==> config.mk <==
export PLATFORM = sky130hd
export DESIGN_NAME = gregorian_date_info
export DESIGN_NICKNAME = d
export VERILOG_FILES = /design/src/rtl/core/gdi_pkg.sv /design/src/rtl/core/gregorian_date_info.sv
export SDC_FILE = /design/constraint.sdc
export NUM_CORES = 1
export LEC_CHECK = 0
export BUFFER_PORTS_ARGS = -buffer_cell sky130_fd_sc_hd__buf_2
export CAP_MARGIN = 15
export CORE_UTILIZATION = 54
export DETAILED_ROUTE_END_ITERATION = 10
export GPL_TIMING_DRIVEN = 1
export PLACE_DENSITY = 0.71
export SLEW_MARGIN = 20
export SYNTH_ARGS = -nofsm -noshare
export SYNTH_HDL_FRONTEND = slang
export SYNTH_SLANG_ARGS = --single-unit
==> constraint.sdc <==
create_clock -name clk -period 8.2 [get_ports clk]
set_clock_uncertainty 0.15 [all_clocks]
set_input_delay 0.82 -clock clk [delete_from_list [all_inputs] [get_ports clk]]
set_output_delay 0.82 -clock clk [all_outputs]
set_load 0.1 [all_outputs]
==> src/rtl/core/gdi_pkg.sv <==
// Shared constants and calendar tables for the Gregorian date information block.
`timescale 1ns / 1ps

package gdi_pkg;

  localparam int DayW   = 5;
  localparam int MonthW = 4;
  localparam int YearW  = 14;
  localparam int ShYearW = YearW + 1;   // year shifted by 400, still positive
  localparam int DoyW   = 9;
  localparam int WdW    = 3;
  localparam int MaskW  = 7;
  localparam int CentW  = 8;            // year / 100 for years below 25600

  // floor(x / 100) == (x * Div100Mul) >> Div100Shift for x below 2**15
  localparam logic [12:0] Div100Mul   = 13'd5243;
  localparam int          Div100Shift = 19;

  localparam logic [ShYearW-1:0] YearBias = ShYearW'(400);
  localparam logic [6:0]         Hundred  = 7'd100;
  localparam logic [WdW-1:0]     Saturday = 3'd6;

  localparam logic [MonthW-1:0] MonJan = 4'd1;
  localparam logic [MonthW-1:0] MonFeb = 4'd2;
  localparam logic [MonthW-1:0] MonDec = 4'd12;

  localparam logic [DoyW-1:0] CommonYearLen = 9'd365;
  localparam logic [DoyW-1:0] LeapYearLen   = 9'd366;

  // month length, zero for a month code outside January to December
  function automatic logic [DayW-1:0] month_len(input logic [MonthW-1:0] m, input logic leap);
    logic [DayW-1:0] r;
    case (m)
      4'd1, 4'd3, 4'd5, 4'd7, 4'd8, 4'd10, 4'd12: r = 5'd31;
      4'd4, 4'd6, 4'd9, 4'd11:                    r = 5'd30;
      4'd2:                                       r = leap ? 5'd29 : 5'd28;
      default:                                    r = 5'd0;
    endcase
    return r;
  endfunction

  // days before the first of the month in a common year
  function automatic logic [DoyW-1:0] days_before(input logic [MonthW-1:0] m);
    logic [DoyW-1:0] r;
    case (m)
      4'd1:    r = 9'd0;
      4'd2:    r = 9'd31;
      4'd3:    r = 9'd59;
      4'd4:    r = 9'd90;
      4'd5:    r = 9'd120;
      4'd6:    r = 9'd151;
      4'd7:    r = 9'd181;
      4'd8:    r = 9'd212;
      4'd9:    r = 9'd243;
      4'd10:   r = 9'd273;
      4'd11:   r = 9'd304;
      4'd12:   r = 9'd334;
      default: r = 9'd0;
    endcase
    return r;
  endfunction

  // floor(31 * mm / 12) with March as month one of the shifted year
  function automatic logic [5:0] month_shift(input logic [MonthW-1:0] m);
    logic [5:0] r;
    case (m)
      4'd1:    r = 6'd28;
      4'd2:    r = 6'd31;
      4'd3:    r = 6'd2;
      4'd4:    r = 6'd5;
      4'd5:    r = 6'd7;
      4'd6:    r = 6'd10;
      4'd7:    r = 6'd12;
      4'd8:    r = 6'd15;
      4'd9:    r = 6'd18;
      4'd10:   r = 6'd20;
      4'd11:   r = 6'd23;
      4'd12:   r = 6'd25;
      default: r = 6'd0;
    endcase
    return r;
  endfunction

  // residue modulo 7 by folding octal digits, since 8 is 1 modulo 7
  function automatic logic [WdW-1:0] mod7(input logic [ShYearW-1:0] s);
    logic [5:0] t1;
    logic [3:0] t2;
    logic [3:0] t3;
    t1 = 6'(s[2:0]) + 6'(s[5:3]) + 6'(s[8:6]) + 6'(s[11:9]) + 6'(s[14:12]);
    t2 = 4'(t1[2:0]) + 4'(t1[5:3]);
    t3 = 4'(t2[2:0]) + 4'(t2[3]);
    return (t3 == 4'd7) ? 3'd0 : t3[2:0];
  endfunction

endpackage

==> src/rtl/core/gregorian_date_info.sv <==
// Top level of the Gregorian date information block: four-stage date pipeline.
`timescale 1ns / 1ps

// Takes one Gregorian date word (day, month, year) and returns one result word with the
// weekday (0 Sunday), leap flag, day of year, days left to Saturday, month end and year
// end (the last two counting today), and end-of-week, weekend and business-day flags.
// A month outside 1..12 or a day outside 1..month length sets bad_date and zeroes every
// count and flag except leap_year. The weekend days come from cfg_wdata, written when
// cfg_we is high (reset: Friday and Saturday); write it only while the block is idle.
// One date is accepted every cycle while results are taken. A taken date passes the input
// register, the constant-reciprocal divide by 100 and the calendar sums, then modulo 7
// into the result register, where out_valid rises with it. A held result stalls the
// input once all four registers hold words.
module gregorian_date_info (
  input  logic                         clk,
  input  logic                         rst,
  input  logic                         cfg_we,
  input  logic [gdi_pkg::MaskW-1:0]    cfg_wdata,
  input  logic                         in_valid,
  output logic                         in_ready,
  input  logic [gdi_pkg::DayW-1:0]     day_of_month,
  input  logic [gdi_pkg::MonthW-1:0]   month_number,
  input  logic [gdi_pkg::YearW-1:0]    year_number,
  output logic                         out_valid,
  input  logic                         out_ready,
  output logic [gdi_pkg::WdW-1:0]      weekday,
  output logic                         leap_year,
  output logic [gdi_pkg::DoyW-1:0]     day_of_year,
  output logic [gdi_pkg::WdW-1:0]      days_to_week_end,
  output logic [gdi_pkg::DayW-1:0]     days_to_month_end,
  output logic [gdi_pkg::DoyW-1:0]     days_to_year_end,
  output logic                         end_of_week,
  output logic                         weekend_day,
  output logic                         business_day,
  output logic                         bad_date
);
  import gdi_pkg::*;

  logic [MaskW-1:0] weekend_mask;

  // stage valids and advance conditions
  logic v0, v1, v2;
  logic adv0, adv1, adv2, adv3;

  // stage 0: captured date
  logic [DayW-1:0]   d0;
  logic [MonthW-1:0] m0;
  logic [YearW-1:0]  y0;

  // stage 1: shifted year and centuries
  logic [DayW-1:0]    d1;
  logic [MonthW-1:0]  m1;
  logic [YearW-1:0]   y1;
  logic [ShYearW-1:0] yy1;
  logic [CentW-1:0]   cyy1;
  logic [CentW-1:0]   cy1;

  // stage 2: calendar sums
  logic               leap2;
  logic               bad2;
  logic [ShYearW-1:0] s2;
  logic [DoyW-1:0]    doy2;
  logic [DayW-1:0]    mlen2;
  logic [DayW-1:0]    d2;

  // stage 1 logic
  logic               feb_or_jan;
  logic [ShYearW-1:0] yy_next;
  logic [27:0]        pyy;
  logic [26:0]        py;

  // stage 2 logic
  logic               leap_next;
  logic [DayW-1:0]    mlen_next;
  logic               bad_next;
  logic [ShYearW-1:0] s_next;
  logic [DoyW-1:0]    doy_next;
  logic [YearW-1:0]   cent_back;

  // stage 3 logic
  logic [WdW-1:0]     wd;

  assign adv3     = !out_valid || out_ready;
  assign adv2     = !v2 || adv3;
  assign adv1     = !v1 || adv2;
  assign adv0     = !v0 || adv1;
  assign in_ready = adv0;

  always_ff @(posedge clk) begin
    if (rst) begin
      weekend_mask <= MaskW'(96);
    end else if (cfg_we) begin
      weekend_mask <= cfg_wdata;
    end
  end

  always_ff @(posedge clk) begin
    if (rst) begin
      v0        <= 1'b0;
      v1        <= 1'b0;
      v2        <= 1'b0;
      out_valid <= 1'b0;
    end else begin
      if (adv0) begin
        v0 <= in_valid;
      end
      if (adv1) begin
        v1 <= v0;
      end
      if (adv2) begin
        v2 <= v1;
      end
      if (adv3) begin
        out_valid <= v2;
      end
    end
  end

  // stage 0: take the word
  always_ff @(posedge clk) begin
    if (adv0) begin
      d0 <= day_of_month;
      m0 <= month_number;
      y0 <= year_number;
    end
  end

  // stage 1: January and February belong to the previous shifted year
  assign feb_or_jan = (m0 == MonJan) || (m0 == MonFeb);
  assign yy_next    = ShYearW'(y0) + YearBias - ShYearW'(feb_or_jan);
  assign pyy        = 28'(yy_next) * 28'(Div100Mul);
  assign py         = 27'(y0) * 27'(Div100Mul);

  always_ff @(posedge clk) begin
    if (adv1) begin
      d1   <= d0;
      m1   <= m0;
      y1   <= y0;
      yy1  <= yy_next;
      cyy1 <= pyy[Div100Shift +: CentW];
      cy1  <= py[Div100Shift +: CentW];
    end
  end

  // stage 2: leap year, validity, day of year and weekday sum
  assign cent_back = YearW'(cy1) * YearW'(Hundred);
  assign leap_next = (y1[1:0] == 2'b00) && ((cent_back != y1) || (cy1[1:0] == 2'b00));
  assign mlen_next = month_len(m1, leap_next);
  assign bad_next  = (mlen_next == '0) || (d1 == '0) || (d1 > mlen_next);
  assign doy_next  = days_before(m1) + DoyW'(d1)
                   + DoyW'(leap_next && (m1 > MonFeb) && (m1 <= MonDec));
  assign s_next    = ShYearW'(d1) + yy1 + (yy1 >> 2) - ShYearW'(cyy1)
                   + ShYearW'(cyy1 >> 2) + ShYearW'(month_shift(m1));

  always_ff @(posedge clk) begin
    if (adv2) begin
      leap2 <= leap_next;
      bad2  <= bad_next;
      s2    <= s_next;
      doy2  <= doy_next;
      mlen2 <= mlen_next;
      d2    <= d1;
    end
  end

  // stage 3: reduce to a weekday, zero everything but the leap flag on a bad date
  assign wd = mod7(s2);

  always_ff @(posedge clk) begin
    if (adv3) begin
      leap_year <= leap2;
      bad_date  <= bad2;
      if (bad2) begin
        weekday           <= '0;
        day_of_year       <= '0;
        days_to_week_end  <= '0;
        days_to_month_end <= '0;
        days_to_year_end  <= '0;
        end_of_week       <= 1'b0;
        weekend_day       <= 1'b0;
        business_day      <= 1'b0;
      end else begin
        weekday           <= wd;
        day_of_year       <= doy2;
        days_to_week_end  <= Saturday - wd;
        days_to_month_end <= mlen2 - d2 + DayW'(1);
        days_to_year_end  <= (leap2 ? LeapYearLen : CommonYearLen) + DoyW'(1) - doy2;
        end_of_week       <= (wd == Saturday);
        weekend_day       <= weekend_mask[wd];
        business_day      <= !weekend_mask[wd];
      end
    end
  end

endmodule

# Word level (Yosys, flattened, before mapping)
# Memory sizes are Yosys's and may differ from the RTL's. A register that Yosys moved wholly into a read port is not among the register bits.
# Cells that the tools add are included.
[op_classes] add_sub_neg=20 mul=3 n_lt_le_gt_ge=4 eq_ne=17 mux=8 reduce_logical=22
[op_table] operator="15-bit by 6-bit adder with 15-bit output" count=2
[op_table] operator="14-bit by 13-bit multiplier with 27-bit output, second input constant" count=1
[op_table] operator="15-bit by 13-bit multiplier with 27-bit output, second input constant" count=1
[op_table] operator="4-bit by 3-bit equality test with 1-bit output, second input constant" count=5
[op_table] operator="4-bit equality test, second input constant" count=5
[op_table] operator="14-bit by 9-bit adder with 15-bit output, second input constant" count=1
[op_table] operator="15-bit by 13-bit adder with 15-bit output" count=1
[op_table] operator="5-bit by 15-bit adder with 15-bit output" count=1
[op_table] operator="5-bit one-hot mux with 3 select lines" count=1
[op_table] operator="15-bit by 1-bit subtractor with 15-bit output" count=1
[op_table] operator="15-bit by 8-bit subtractor with 15-bit output" count=1
[op_table] operator="14-bit != test" count=1
[op_table] operator="4-bit by 2-bit equality test with 1-bit output, second input constant" count=3
[op_table] operator="8-bit by 5-bit multiplier with 12-bit output, second input constant" count=1
[op_table] operator="5-bit logical NOT" count=2
[op_table] operator="9-bit by 1-bit adder with 9-bit output" count=1
[op_table] operator="9-bit by 1-bit adder with 9-bit output, second input constant" count=1
[op_table] operator="9-bit by 5-bit adder with 9-bit output" count=1
[op_table] operator="9-bit subtractor" count=1
[op_table] operator="3-bit by 3-bit adder with 4-bit output" count=2
[op_table] operator="4-bit by 1-bit equality test with 1-bit output, second input constant" count=2
[op_table] operator="1-bit logical OR" count=8
[op_table] operator="4-bit two-way mux" count=2
[op_table] operator="7-bit OR reduction" count=1
[op_table] operator="other kinds (20)" count=28
[word_totals] ff_bits=158 romBits=224 input_bits=35 output_inout_bits=36 word_cells=106 mem_count=2
[memory_table] name="(no name shown)" depth=16 width=9 rd=1 rd_clocked_by_memory_dff=1 wr=0 line="gdi_pkg.sv:45" source="case (m)"
[memory_table] name="(no name shown)" depth=16 width=5 rd=1 rd_clocked_by_memory_dff=1 wr=0 line="gdi_pkg.sv:66" source="case (m)"

# Depth between registers and ports, before layout
[depth] ltp_word=11 depth_mapped=31 ltp_nobuf=31

# Worst setup path after synthesis
# Ideal clock, no wire load.
[synth_timing] path_type="register -> register" start="register m0[0]" end="register cyy1[7], data pin" setup_time_ns=0.270 arrival_ns=6.648 t_required_ns=7.780 setup_slack_ns=1.131 stages_incl_launch_ff=29 path_buffers=0 synth_period_minus_slack_ns=7.069 cell_sequence="edfxtp_1 > xnor2_1 > nor3_1 > ha_1 > inv_1 > ha_1 > fa_1 > a21o_1 > a21oi_2 > o21ai_2 > a31oi_1 > o21bai_1 > a21oi_1 > xnor2_1 > fa_1 > ha_1 > fa_1 > fa_1 > inv_1 > fa_1 > inv_1 > ha_1 > and3_1 > and2_1 > nor3_1 > or4b_1 > o21ai_1 > xnor2_1 > xnor2_1"
[synth_via] elab_chain_len=4 word_cells_on_any_way=5 cone_classes="1 x add/sub; 1 x mul; 2 x eq/ne; 1 x reduce/logical"
[synth_rtl] item="start: declaration" line="gregorian_date_info.sv:47" source="logic [MonthW-1:0] m0;"
[synth_rtl] item="start signal: assignment" line="gregorian_date_info.sv:123" source="m0 <= month_number;"
[synth_rtl] item="4-bit by 1-bit equality test with 1-bit output / 4-bit by 2-bit equality test with 1-bit output (equally long branches)" line="gregorian_date_info.sv:129" source="assign feb_or_jan = (m0 == MonJan) || (m0 == MonFeb);"
[synth_rtl] item="1-bit logical OR *" line="gregorian_date_info.sv:129"
[synth_rtl] item="15-bit by 1-bit subtractor with 15-bit output *" line="gregorian_date_info.sv:130" source="assign yy_next = ShYearW'(y0) + YearBias - ShYearW'(feb_or_jan);"
[synth_rtl] item="net yy_next[13]" line="gregorian_date_info.sv:68" source="logic [ShYearW-1:0] yy_next;"
[synth_rtl] item="15-bit by 13-bit multiplier with 27-bit output *" line="gregorian_date_info.sv:131" source="assign pyy = 28'(yy_next) * 28'(Div100Mul);"
[synth_rtl] item="net pyy[26]" line="gregorian_date_info.sv:69" source="logic [27:0] pyy;"
[synth_rtl] item="end signal: assignment" line="gregorian_date_info.sv:140" source="cyy1 <= pyy[Div100Shift +: CentW];"
[synth_rtl] item="end: declaration" line="gregorian_date_info.sv:55" source="logic [CentW-1:0] cyy1;"
# The timed path passes the listed nets; every way through them passes the cells marked *.
# A chain may end at the register's enable or synchronous reset.

# Final worst setup path
# Ends and elaborated chain as after synthesis.

==> results <==
- The die is 178 um tall.
- Dividing the detail-routed wire length by the instance count gives 15.8 um.
- Summed over all layers, the global routing overflow is 0.
- The end point of the most critical hold path is d1[3]$_DFFE_PN_.
- In this run the cell area of the synthesized design comes to 16,800 sq um.
- The first global-routing pass estimated 55,300 um of wire.
- Synthesis produced a netlist with a net count of 2,039.
- The run finished with clean final reports.
- The cell that appears most often on the critical path is fa_1.
- The pin count of the biggest net entering global routing is 57.
- CTS placed an instance of clkbuf_16 at the clock tree root.
- TritonCTS built the clock tree.
- The congestion estimate from routability-driven global placement came to 0.863.
- The count of cell types in the netlist is 68.
- The DRC marker count from the first detailed-route iteration is 491.
- The instance area at placement is 17,600 sq um.
- The die footprint is 31,800 sq um.
- The source of the worst register-to-register timing path is m0[0]$_DFFE_PP_.
- Across every metal layer, demand over resource in global routing totals 0.224.
- The number of vias in the routed layout is 10,600.
- For this configuration, the core starts out at a cell density of 0.549.
- The type of the worst min-delay path is reg2reg.
- The clock drives 169 sinks.
- The later pin in the worst-skew pair is clocked with a latency of 0.45 ns.
- The fraction of layout cells with a size suffix above 1 is 0.0836.
- The fraction of synthesis flops using an asynchronous set or reset pin is 0.
- The half-perimeter wire length after detailed placement is 26,800 um.
- For this run, the number of Yosys warnings is 0.
- The H-tree generated during clock tree synthesis spans 4 levels.
- The arrival time at the worst endpoint is 7.73 ns.
- The worst-case register-to-register setup slack is 0.50 ns.
- The leading register cell type out of synthesis is edfxtp_1.
- The number of enable flip-flop cells after synthesis is 144.
- The critical path's slowest cell is fa_1.
- The total count of hold-check failures in the final report is 0.
- Dividing the detail-routed via count by the number of cells gives 5.28.
- The worst relative slew slack is 0.295.
- Of all nets on the critical path, the largest fanout is 6.
- The number of antenna violations at the first check in global routing came to 0.
- The net count reported at finish is 2,126.
- The worst register-to-register path ends at cyy1[7]$_DFFE_PN_.
- The depth of the worst register-to-register path is 29.
- The fraction of the cycle the final worst path needs is 0.939.
- The area inside the core boundary is 30,600 sq um.
- The standard-cell row count is 64.
- Counting instances, the worst hold path has a depth of 0.
- The final count of pins violating max slew came to 0.
- The die is 178 um wide.
- For the finished layout, the period the worst path requires is 7.70 ns.
- Data on the critical path is required at its endpoint by 8.23 ns.
- By area the synthesized netlist is led by edfxtp_1 26%, ha_1 24%, fa_1 20%.
- The number of global-route vias before repair is 11,400.
- The total of max-cap violations is 0.
- The finished cells cover 18,300 sq um.
- The maximum clock frequency is 130 MHz.
- The sum of negative setup slack is 0 ns.
- Of the synthesized area, sequential elements account for 0.287.
- The post-synthesis cell count is 1,514.
- The worst hold path begins at d0[3]$_DFFE_PP_.
- Clock-pin slew was measured on the worst setup and hold paths at 0.08 ns.
- The number of post-CTS setup repair buffers is 0.
- Averaged over all synthesized cells, the footprint is 11.1 sq um.
- The post-synthesis register bit count is 169.
- The launching element type of the critical path is a flop.
- The total detailed-routing wirelength is 31,800 um.
- STA classifies the critical path endpoint as a flop.
- For this run, design rule violations remaining after detail routing come to 0.
- The number of antenna repair diodes is 0.
- The largest single stage delay on the critical path is 0.58 ns.
- Setup repair after global routing left no endpoint under its margin.
- The share of synthesized area in the top cell type comes to 0.258.
- The number of filler instances in the final layout is 2,504.
- Once detail routing completed, the nets flagged for antenna violations numbered 0.
- The number of setup violations in the final report is 0.
- The worst setup path is of the reg2reg kind.
- The slew at the pin closest to its max-slew limit is 1.05 ns.
- The first detailed-routing pass took 5 iterations.
- Counting the buffers created by CTS gives 17.
- The synthesized design spends more area on one cell type than any other, namely edfxtp_1.
- 71 I/O pins were placed.
- The area growth from synthesis to layout is 8.85%.
- The count of buffers added on input and output ports is 70.
- The buffer depth of the longest clock path is 2.
==> area by class of cell <==
cell class / count / area (sq um) / share of cell area
Clock inverter: 15 / 178 / 0.00972
Sequential cell: 169 / 4820 / 0.264
Timing Repair Buffer: 78 / 410 / 0.0225
Inverter: 351 / 1320 / 0.0721
Multi-Input combinational cell: 984 / 10600 / 0.581
Clock buffer: 17 / 425 / 0.0233
Tap cell: 396 / 495 / 0.0271
==> worst max-delay path by stage <==
stage / startpoint / endpoint / slack, ns / cells after the start
global route: m0[1]$_DFFE_PP_ / cyy1[7]$_DFFE_PN_ / 0.07 / 29
global placement: m0[0]$_DFFE_PP_ / cyy1[7]$_DFFE_PN_ / 0.65 / 29
detailed placement: m0[1]$_DFFE_PP_ / cyy1[7]$_DFFE_PN_ / 0.50 / 29
finish: m0[0]$_DFFE_PP_ / cyy1[7]$_DFFE_PN_ / 0.50 / 29
CTS: m0[1]$_DFFE_PP_ / cyy1[7]$_DFFE_PN_ / 0.48 / 29
floorplan: m0[0]$_DFFE_PP_ / cyy1[7]$_DFFE_PN_ / 1.13 / 28
==> metrics by stage <==
| step | utilization | instances | hold slack [ns] | worst slack [ns] |
|---|---|---|---|---|
| 2_1_floorplan | - | 1514 | 0.250 | 1.13 |
| 3_3_place_gp | 0.577 | 1978 | 0.255 | 0.651 |
| 3_5_place_dp | 0.577 | 1978 | 0.273 | 0.500 |
| 4_1_cts | 0.597 | 2010 | 0.299 | 0.483 |
| 5_1_grt | 0.597 | 2010 | 0.309 | 0.0682 |
| 6_report | 0.597 | 2010 | 0.298 | 0.501 |
==> worst max-delay path, delay by kind of cell, from the launching register on <==
| kind | cells | cell delay [ns] |
|---|---|---|
| AO/OA/AOI/OAI | 7 | 1.38 |
| XOR/XNOR | 4 | 0.55 |
| adder cells (fa/ha/maj) | 9 | 3.49 |
| buffers and inverters | 4 | 0.33 |
| flip-flops | 1 | 0.43 |
| AND/OR/NAND/NOR | 5 | 1.11 |
==> registers in the layout, indices dropped and copies added (netlist names), 4 cells and up, named ones only <==
| register | cells |
|---|---|
| s2 | 15 |
| yy1 | 15 |
| y0 | 14 |
| y1 | 14 |
| day_of_year | 9 |
| days_to_year_end | 9 |
| doy2 | 9 |
| cy1 | 8 |
| cyy1 | 8 |
| weekend_mask | 7 |
| d0 | 5 |
| d1 | 5 |
| d2 | 5 |
| days_to_month_end | 5 |
| m0 | 4 |
| m1 | 4 |
==> kinds of logic (layout without fill, tap and decap cells) <==
logic type      Yosys count  after routing  synth area share
mux                      10             10           0.00671
buf+inv                 361            461            0.0812
fa+ha+maj               490            490             0.441
simple gates            194            194            0.0548
xor+xnor                 88             88            0.0468
compound gates          202            202            0.0819
flops                   169            169             0.287
==> synthesized netlist by cell type, types with 3 or more instances <==
cell      count
inv_1       350
ha_1        320
fa_1        170
edfxtp_1    144
nor2_1       65
xnor2_1      63
a21oi_1      54
nand2_1      46
o21ai_0      37
a21o_1       33
dfxtp_1      25
xor2_1       23
nor2b_1      19
nand3_1      16
nor3_1       13
and3_1        9
mux2i_1       9
o21a_1        9
clkbuf_1      7
o21bai_1      7
a211oi_1      6
o31ai_1       6
a31oi_1       5
nand2b_1      5
o211ai_1      5
and2_1        4
nand4_1       4
o21ai_1       4
a211o_1       3
a211oi_2      3
o31a_1        3
==> layer usage <==
metal | global-route usage | routed length, um | up-vias
li1 | - | - | 5184
met2 | 0.396 | 16000 | 213
met1 | 0.282 | 13800 | 5177
met5 | 0 | 0 | -
met4 | 0.0689 | 737 | 0
met3 | 0.0309 | 1270 | 42
==> placed cells by master (no fill, tap or decap), drive strengths merged, types with 9 or more instances in the layout <==
cell / netlist / routed
and3: 9 / 9
edfxtp: 144 / 144
nor3: 14 / 14
a21oi: 55 / 55
nand3: 16 / 16
buf: 3 / 78
xnor2: 65 / 65
ha: 320 / 320
o21ai: 42 / 42
xor2: 23 / 23
nand2: 46 / 46
dfxtp: 25 / 25
a21o: 33 / 33
clkbuf: 7 / 17
nor2: 66 / 66
inv: 350 / 358
fa: 170 / 170
a211oi: 9 / 9
nor2b: 20 / 20
mux2i: 10 / 10
o21a: 9 / 9
==> what timing repair did <==
| item | CTS | global route |
|---|---|---|
| resized for setup | 0 | 2 |
| hold buffers | 0 | 0 |
| setup endpoints to repair | 0 | 1 |
Power is left out: the tool's default activity adds up to more than one toggle a clock period on the data nets, which glitch-free logic cannot reach.
